**config.mk**
```make
export PLATFORM = sky130hd
export DESIGN_NAME = imu_serial_frame_parser_unit
export DESIGN_NICKNAME = d
export VERILOG_FILES = /design/src/rtl/imu_sfp_pkg.sv /design/src/rtl/imu_serial_frame_parser_unit.sv
export SDC_FILE = /design/constraint.sdc
export NUM_CORES = 1
export LEC_CHECK = 0
export BUFFER_PORTS_ARGS = -buffer_cell sky130_fd_sc_hd__buf_2
export CAP_MARGIN = 20
export CORE_AREA = 10 10 142 157
export CTS_BUF_LIST = sky130_fd_sc_hd__clkbuf_2 sky130_fd_sc_hd__clkbuf_4 sky130_fd_sc_hd__clkbuf_8
export DETAILED_ROUTE_END_ITERATION = 7
export DIE_AREA = 0 0 152 167
export PLACE_DENSITY_LB_ADDON = 0.25
export SETUP_SLACK_MARGIN = 0.05
export SYNTH_ARGS = -nofsm -noshare
export SYNTH_HDL_FRONTEND = slang
export SYNTH_SLANG_ARGS = --single-unit
```
**constraint.sdc**
```tcl
create_clock -name clk -period 3.3 [get_ports clk]
set_input_delay 0.33 -clock clk [delete_from_list [all_inputs] [get_ports clk]]
set_output_delay 0.33 -clock clk [all_outputs]
set_load 0.05 [all_outputs]
```
**src/rtl/imu_sfp_pkg.sv**
```systemverilog
// Shared types and constants for the IMU serial frame parser.
`timescale 1ns / 1ps

package imu_sfp_pkg;

  // Frame layout: header, type, eight data bytes, checksum
  localparam int FRAME_BYTES = 11;
  localparam int POS_W       = 4;
  localparam logic [POS_W-1:0] POS_HUNT = POS_W'(0);
  localparam logic [POS_W-1:0] POS_LAST = POS_W'(FRAME_BYTES - 1);
  // Highest slot kept in the byte store (the checksum byte is never stored)
  localparam int STORE_LAST  = FRAME_BYTES - 2;

  // Byte codes
  localparam logic [7:0] HDR_BYTE   = 8'h55;
  localparam logic [7:0] TYPE_ACCEL = 8'h51;
  localparam logic [7:0] TYPE_GYRO  = 8'h52;
  localparam logic [7:0] TYPE_ANGLE = 8'h53;
  localparam logic [7:0] TYPE_MAG   = 8'h54;

  // Result status codes
  typedef enum logic [1:0] {
    ST_GOOD     = 2'd0,
    ST_CSUM_ERR = 2'd1,
    ST_BAD_TYPE = 2'd2
  } status_t;

  // Frame kind codes
  typedef enum logic [1:0] {
    KIND_ACCEL = 2'd0,
    KIND_GYRO  = 2'd1,
    KIND_ANGLE = 2'd2,
    KIND_MAG   = 2'd3
  } kind_t;

endpackage

```
**src/rtl/imu_serial_frame_parser_unit.sv**
```systemverilog
// IMU serial frame parser: header hunt, byte collection, checksum and decode.
`timescale 1ns / 1ps

// Takes one received byte per transaction and can accept a byte in every cycle.
// Bytes are dropped until the header 0x55 is seen, after which ten more bytes
// are collected whatever their value. The last one is checked against a running
// 8-bit sum. Each completed frame gives one result on the output register in the
// cycle after its checksum byte is accepted: status, kind, four little-endian
// signed words, the sticky mask of kinds seen and the good-frame and
// checksum-error counters (both wrap at 32 bits). A checksum error takes
// precedence over an unknown type byte. Kind and words read zero unless status
// is good. The input stalls only on a checksum byte that arrives while the
// previous result is still held on a stalled output. All other bytes are
// accepted as usual.
module imu_serial_frame_parser_unit (
  input  logic        clk,
  input  logic        rst_n,
  // byte input
  input  logic        in_valid,
  output logic        in_stall,
  input  logic [7:0]  in_byte,
  // frame result
  output logic        out_valid,
  input  logic        out_stall,
  output logic [1:0]  out_status,
  output logic [1:0]  out_kind,
  output logic signed [15:0] out_value_a,
  output logic signed [15:0] out_value_b,
  output logic signed [15:0] out_value_c,
  output logic signed [15:0] out_value_d,
  output logic [3:0]  out_valid_kinds,
  output logic [31:0] out_good_frames,
  output logic [31:0] out_bad_checksums
);

  // Frame tracking state
  logic [imu_sfp_pkg::POS_W-1:0] pos_r, pos_nxt;
  logic [7:0]  sum_r, sum_nxt;
  logic [7:0]  store_r [1:imu_sfp_pkg::STORE_LAST];
  logic [3:0]  mask_r, mask_nxt;
  logic [31:0] good_r, good_nxt;
  logic [31:0] bad_r, bad_nxt;

  // Result register
  logic        out_valid_r, out_valid_nxt;
  imu_sfp_pkg::status_t status_r, status_nxt;
  imu_sfp_pkg::kind_t   kind_r, kind_nxt;
  logic [15:0] va_r, va_nxt;
  logic [15:0] vb_r, vb_nxt;
  logic [15:0] vc_r, vc_nxt;
  logic [15:0] vd_r, vd_nxt;

  logic in_fire;
  logic last_byte;
  logic type_ok;
  imu_sfp_pkg::kind_t type_kind;

  // Handshake: hold back a checksum byte only while a result is blocked
  assign last_byte = (pos_r == imu_sfp_pkg::POS_LAST);
  assign in_stall  = out_valid_r && out_stall && last_byte;
  assign in_fire   = in_valid && !in_stall;

  // Type byte decode
  always_comb begin
    type_ok   = 1'b0;
    type_kind = imu_sfp_pkg::KIND_ACCEL;
    case (store_r[1]) inside
      [imu_sfp_pkg::TYPE_ACCEL:imu_sfp_pkg::TYPE_MAG]: begin
        type_ok   = 1'b1;
        type_kind = imu_sfp_pkg::kind_t'(2'(store_r[1] - imu_sfp_pkg::TYPE_ACCEL));
      end
      default: begin
        type_ok = 1'b0;
      end
    endcase
  end

  // Next state and result
  always_comb begin
    pos_nxt       = pos_r;
    sum_nxt       = sum_r;
    mask_nxt      = mask_r;
    good_nxt      = good_r;
    bad_nxt       = bad_r;
    out_valid_nxt = out_valid_r && out_stall;
    status_nxt    = status_r;
    kind_nxt      = kind_r;
    va_nxt        = va_r;
    vb_nxt        = vb_r;
    vc_nxt        = vc_r;
    vd_nxt        = vd_r;
    if (in_fire) begin
      if (pos_r == imu_sfp_pkg::POS_HUNT) begin
        // hunting for the header
        if (in_byte == imu_sfp_pkg::HDR_BYTE) begin
          pos_nxt = imu_sfp_pkg::POS_W'(1);
          sum_nxt = imu_sfp_pkg::HDR_BYTE;
        end
      end else if (!last_byte) begin
        pos_nxt = pos_r + imu_sfp_pkg::POS_W'(1);
        sum_nxt = sum_r + in_byte;
      end else begin
        // checksum byte closes the frame
        pos_nxt       = imu_sfp_pkg::POS_HUNT;
        out_valid_nxt = 1'b1;
        kind_nxt      = imu_sfp_pkg::KIND_ACCEL;
        va_nxt        = 16'd0;
        vb_nxt        = 16'd0;
        vc_nxt        = 16'd0;
        vd_nxt        = 16'd0;
        if (sum_r != in_byte) begin
          status_nxt = imu_sfp_pkg::ST_CSUM_ERR;
          bad_nxt    = bad_r + 32'd1;
        end else if (!type_ok) begin
          status_nxt = imu_sfp_pkg::ST_BAD_TYPE;
        end else begin
          status_nxt = imu_sfp_pkg::ST_GOOD;
          kind_nxt   = type_kind;
          mask_nxt   = mask_r | (4'b0001 << type_kind);
          good_nxt   = good_r + 32'd1;
          va_nxt     = {store_r[3], store_r[2]};
          vb_nxt     = {store_r[5], store_r[4]};
          vc_nxt     = {store_r[7], store_r[6]};
          vd_nxt     = {store_r[9], store_r[8]};
        end
      end
    end
  end

  // Control registers
  always_ff @(posedge clk) begin
    if (!rst_n) begin
      pos_r       <= imu_sfp_pkg::POS_HUNT;
      mask_r      <= 4'd0;
      good_r      <= 32'd0;
      bad_r       <= 32'd0;
      out_valid_r <= 1'b0;
    end else begin
      pos_r       <= pos_nxt;
      mask_r      <= mask_nxt;
      good_r      <= good_nxt;
      bad_r       <= bad_nxt;
      out_valid_r <= out_valid_nxt;
    end
  end

  // Payload registers
  always_ff @(posedge clk) begin
    sum_r    <= sum_nxt;
    status_r <= status_nxt;
    kind_r   <= kind_nxt;
    va_r     <= va_nxt;
    vb_r     <= vb_nxt;
    vc_r     <= vc_nxt;
    vd_r     <= vd_nxt;
  end

  // Frame byte store: type and data bytes land in their slot
  always_ff @(posedge clk) begin
    if (in_fire && (pos_r != imu_sfp_pkg::POS_HUNT) && !last_byte) begin
      store_r[pos_r] <= in_byte;
    end
  end

  // Outputs; counters and mask cannot move while a result is held
  assign out_valid         = out_valid_r;
  assign out_status        = status_r;
  assign out_kind          = kind_r;
  assign out_value_a       = va_r;
  assign out_value_b       = vb_r;
  assign out_value_c       = vc_r;
  assign out_value_d       = vd_r;
  assign out_valid_kinds   = mask_r;
  assign out_good_frames   = good_r;
  assign out_bad_checksums = bad_r;

  // Checks
  a_stall_only_when_held: assert property (@(posedge clk) disable iff (!rst_n)
    in_stall |-> out_valid_r)
    else $error("input stalled with no result held");

  a_pos_in_range: assert property (@(posedge clk) disable iff (!rst_n)
    pos_r <= imu_sfp_pkg::POS_LAST)
    else $error("byte position out of range");

  a_frame_end_gives_result: assert property (@(posedge clk) disable iff (!rst_n)
    (in_fire && last_byte) |=> (out_valid_r && pos_r == imu_sfp_pkg::POS_HUNT))
    else $error("closed frame did not produce a result");

  a_bad_status_zero: assert property (@(posedge clk) disable iff (!rst_n)
    (out_valid_r && status_r != imu_sfp_pkg::ST_GOOD) |->
      (kind_r == imu_sfp_pkg::KIND_ACCEL && va_r == 16'd0 && vd_r == 16'd0))
    else $error("failed frame carries kind or data");

  a_good_counts: assert property (@(posedge clk) disable iff (!rst_n)
    (in_fire && last_byte) |=>
      ((status_r == imu_sfp_pkg::ST_GOOD) == (good_r != $past(good_r))))
    else $error("good frame counter out of step with status");

endmodule

```
# == Word level (Yosys, flattened, before mapping) ==
# Memories as Yosys holds them, arrays and structs flattened. A register that Yosys moved wholly into a read port is not among the register bits.
# Index checks and enable logic that the tools add are counted.
# word_totals
ramBits,72
romBits,0
memories,1
out_inout_bits,138
ff_bits,85
in_bits,12
latch_bits,0
elab_cells,56
# memory_table
memory,words,word_bits,read_ports,rd_clocked_by_memory_dff,write_ports,line_no,text
store_r,9,8,9,8,1,imu_serial_frame_parser_unit.sv:39,logic [7:0] store_r [1:imu_sfp_pkg::STORE_LAST];
# classes
multipliers,0
n_addsub,5
n_lt_le_gt_ge,2
div_mod_pow,0
reduce_logical,16
n_mux,14
bitwise_logic,4
shifts,1
eq_ne,5
# ops
operator,n
adder 32 x 1 -> 32 bit (second input constant),2
2-to-1 mux 8 bit,3
2-to-1 mux 4 bit,3
adder 8 bit,1
== test 8 x 7 -> 1 bit (second input constant),1
greater-or-equal comparator 8 x 7 -> 1 bit (second input constant),1
less-or-equal comparator 8 x 7 -> 1 bit (second input constant),1
inequality test 8 bit,1
logical AND 1 bit,6
2-to-1 mux 1 bit,6
AND reduction 3 bit,2
AND reduction 5 bit,1
adder 4 x 1 -> 4 bit (second input constant),1
== test 4 bit (second input constant),1
zero test 4 bit,1
2-to-1 mux 2 bit,2
inequality test 2 x 1 -> 1 bit (second input constant),2
bitwise OR 4 bit,1
AND reduction 4 bit,1
nonzero test 4 bit,1
<< shifter 1 x 2 -> 4 bit (first input constant),1
NOT 1 bit,3
zero test 1 bit,2
AND reduction 2 bit,1
2 further kinds,2

# == Logic depth before layout (Yosys ltp) ==
# logic_depth
depth_word,8
ltp_mapped,9
ltp_nobuf,7

# == Least setup slack after synthesis ==
# Ideal clock, no wire load.
# synth_timing
kind,reg-to-reg
start,"reg out_valid_r, in the netlist out_valid"
end,"reg good_r[27], in the netlist out_good_frames[27]"
path_slack_ps,445
n_path_buf,0
stages_incl_launch_ff,7
arrival_ps,2783
period_less_slack_ps,2855
path_cell_list,dfxtp_1 > a21boi_2 > nand2_4 > inv_2 > nand4_1 > nor4_1 > mux2i_1
# synth_via
elab_chain_len,5
# synth_rtl
element,line_no,text
"start, declared",imu_serial_frame_parser_unit.sv:45,"logic out_valid_r, out_valid_nxt;"
"start signal, assigned",imu_serial_frame_parser_unit.sv:143,out_valid_r <= out_valid_nxt;
logical AND 1 bit (2 in series),imu_serial_frame_parser_unit.sv:60,assign in_stall = out_valid_r && out_stall && last_byte;
zero test 1 bit,imu_serial_frame_parser_unit.sv:61,assign in_fire = in_valid && !in_stall;
logical AND 1 bit,imu_serial_frame_parser_unit.sv:61,
AND reduction 5 bit (no line),--,
"end signal, assigned",imu_serial_frame_parser_unit.sv:141,good_r <= good_nxt;
"end, declared",imu_serial_frame_parser_unit.sv:41,"logic [31:0] good_r, good_nxt;"
# Every way passes these cells.
# A chain may end at the register's enable or synchronous reset.

# == Worst setup path in the final report ==
# layout_timing
start,reg pos_r[1] in the netlist's numbering
end,"reg bad_r[2], in the netlist out_bad_checksums[2]"
# layout_via
elab_chain_len,5
# layout_rtl
element,line_no,text
"start, declared",imu_serial_frame_parser_unit.sv:37,"logic [imu_sfp_pkg::POS_W-1:0] pos_r, pos_nxt;"
"start signal, assigned",imu_serial_frame_parser_unit.sv:133,pos_r <= imu_sfp_pkg::POS_HUNT;
"start signal, assigned",imu_serial_frame_parser_unit.sv:139,pos_r <= pos_nxt;
== test 4 bit,imu_serial_frame_parser_unit.sv:59,assign last_byte = (pos_r == imu_sfp_pkg::POS_LAST);
logical AND 1 bit,imu_serial_frame_parser_unit.sv:60,
zero test 1 bit,imu_serial_frame_parser_unit.sv:61,
logical AND 1 bit,imu_serial_frame_parser_unit.sv:61,
AND reduction 4 bit (no line) (*),--,
"end signal, assigned",imu_serial_frame_parser_unit.sv:142,bad_r <= bad_nxt;
"end, declared",imu_serial_frame_parser_unit.sv:42,"logic [31:0] bad_r, bad_nxt;"
# Every way passes the cells marked *; elsewhere a longest branch is shown, timed or not.

==> metrics <==
Vias/cell=roughly 5.3; worst hold path type=input port to flop; RSZ-0062 raised after global routing=no; DR WL/cell=between 15 and 20 um; final period utilization=0.785; PortBufs=around 150; GRT Overall Usage=0.159; status=completed; count of final hold-check violations=0; die width=roughly 150 um; Post-synth ARST share=0; setup bufs post-CTS=0; Netlist cell types=a little over 50; drt pass-1 iters=4; final worst-path setup slack=711 ps; Yosys warning count=0; Area growth syn-to-layout=19.1%; DIE AREA=about 25000 um^2; number of flops mapped to enable cells by yosys=approximately 150; CP Max Fanout=69; share of cells above drive strength 1=0.252; sequential share of the synthesized area=0.656; CP Data Arrival Time=2970 ps; CTS tree=yes; nature of the critical path endpoint=flop; Achievable Freq=approximately 390 MHz; hpwl dp=between 10000 and 15000 um; CP startpoint kind=flop; # clock sinks=about 220; Cells after Synth=726; grt ovf=0; Synth Net Count=approximately 750; WS Path Type=flop to flop; post-synthesis register bit count=between 200 and 250; initial antenna violation count=1; initial core utilization=0.474; I/O pin count=150; total power=roughly 5.3 mW; Max VDD drop=about 260 uV; CTS max path bufs=3; max cap viols=0; Sequential Area=5910 um^2; slew margin rel.=0.401; first-pass GRT wire length=about 33000 um; Final TNS setup=0 ps; layout net count=916; Hold-fix buffers, CTS=0; Die Y=~170 um; Clock Latency Late Sink=approximately 520 ps; post-cts resize count=0; Layout Utilization=0.565; largest net degree at the start of global routing=70; hold slack=roughly 98 ps; max-slew violations=0; Placer Congestion=0.847; synthesized area per cell=roughly 12 um^2; Pleak=about 4.2 nW; DRC=0; fillers=between 1500 and 2000; clk root buf=clkbuf_8; # rows=53; CTS clk-pin slew, worst paths=60 ps; core box area=19000 um^2; post-route minimum period=roughly 2600 ps; Placement Setup Slack=672 ps; multi-input logic area=about 2900 um^2; pwr/cell area=approximately 500 nW/um^2; H-tree depth=2; vias in the first global route=around 6300; mapped cell area=~9000 um^2; Critical Path RT=between 3000 and 4000 ps; Antenna Violating Nets Remaining=0; Main synth FF type=edfxtp_1; Worst-Margin Slew=about 900 ps; Detailed Route Iter0 Violations=roughly 350; Worst Clk Skew=roughly 21 ps; Routed WL=20600 um; Num CTS Buffers=37; DR vias=between 6000 and 7000; setup violators final=0
-- path summary, 6_finish.rpt --
kind                                          from                    to  slack (ps)  cells after the start
worst max-delay path                      pos_r[1]  out_bad_checksums[2]         710                      8
worst min-delay path                     out_stall             out_valid         100                      3
worst max register to register            pos_r[1]  out_bad_checksums[2]         710                      8
worst min register to register  out_valid_kinds[0]    out_valid_kinds[0]         460                      1
-- cell type report --
class                      count  area share
tap                          247      0.0288
sequential                   221       0.551
clock inverter                11     0.00479
timing repair buffer         163      0.0806
clock buffer                  52      0.0592
multi-input combinational    451       0.269
antenna                        1    0.000234
inverter                      17     0.00596
-- flip-flops by register name, summed over array words and instances, names as in the netlist, 8 cells and up --
register           cells
store_r               72
out_bad_checksums     32
out_good_frames       32
out_value_a           16
out_value_b           16
out_value_c           16
out_value_d           16
sum_r                  8
-- per-layer routing --
layer / part of all wire / GRT usage / vias up
li1: - / - / 3016
met1: 0.42 / 0.183 / 2921
met2: 0.47 / 0.259 / 171
met3: 0.089 / 0.0675 / 38
met4: 0.022 / 0.0553 / 0
met5: 0 / 0 / -
-- synthesized netlist by cell type, drive strengths merged (2+ instances only) --
master,n,share of area
nand4,15,0.010
nor2b,2,0.0014
xor2,3,0.0029
o31ai,17,0.014
a21oi,38,0.021
a21o,2,0.0017
or4,17,0.014
clkbuf,29,0.012
nor4,16,0.013
o41ai,8,0.0078
nand2b,19,0.013
ha,12,0.017
buf,8,0.0049
inv,17,0.0071
nand2,40,0.018
nor3,14,0.0078
o21a,4,0.0033
dfxtp,73,0.16
xnor2,26,0.025
nand3,24,0.015
o21ai,15,0.0083
a31oi,2,0.0014
nor4b,5,0.0049
and4,6,0.0058
and2,67,0.047
mux2i,8,0.0089
or3,11,0.0076
nor2,47,0.020
o311ai,8,0.0078
nor3b,3,0.0025
and3,9,0.0063
edfxtp,148,0.49
a211o,2,0.0019
-- cell usage in the layout (no fill, tap or decap), types with 3 or more instances in the layout --
master / n
a21oi_1: 38
and2_1: 67
and3_1: 9
and4_1: 6
buf_2: 149
buf_4: 13
clkbuf_4: 13
clkbuf_8: 39
clkinv_1: 8
dfxtp_1: 73
edfxtp_1: 148
ha_1: 12
inv_1: 14
mux2i_1: 8
nand2_1: 39
nand2b_1: 19
nand3_1: 21
nand3_2: 3
nand4_1: 15
nor2_1: 47
nor3_1: 13
nor3b_1: 3
nor4_1: 15
nor4b_1: 5
o21a_1: 4
o21ai_0: 15
o311ai_0: 8
o31ai_1: 17
o41ai_1: 8
or3_1: 11
or4_1: 17
xnor2_1: 26
xor2_1: 3
-- power breakdown --
part           internal [mW]  switching [mW]
Combinational         0.0375          0.0797
Sequential              2.94         0.00561
Clock                   1.23            1.02
Total                   4.21            1.10
-- kinds of logic after synthesis --
kind of cell	Yosys count	share of synthesized area
simple gates	300	0.190
flops	221	0.656
compound gates	101	0.0730
buf+inv	54	0.0242
xor+xnor	29	0.0282
fa+ha+maj	13	0.0189
mux	8	0.00890
-- stage by stage --
| step | std cells | instance area [um^2] |
|---|---|---|
| after floorplan | 726 | 9000 |
| after global placement | 1099 | 10000 |
| after detailed placement | 1099 | 10000 |
| after CTS | 1162 | 10700 |
| after global routing | 1162 | 10700 |
| final | 1163 | 10700 |
-- worst max-delay path: stages (launching register included) --
cell,delay (ps)
dfxtp_1,560
nor4bb_2,270
buf_4,220
nand2_4,120
inv_2,130
buf_4,690
nand3_1,210
xor2_1,170
nor2_1,50
Power figures use the tool's default switching activity.
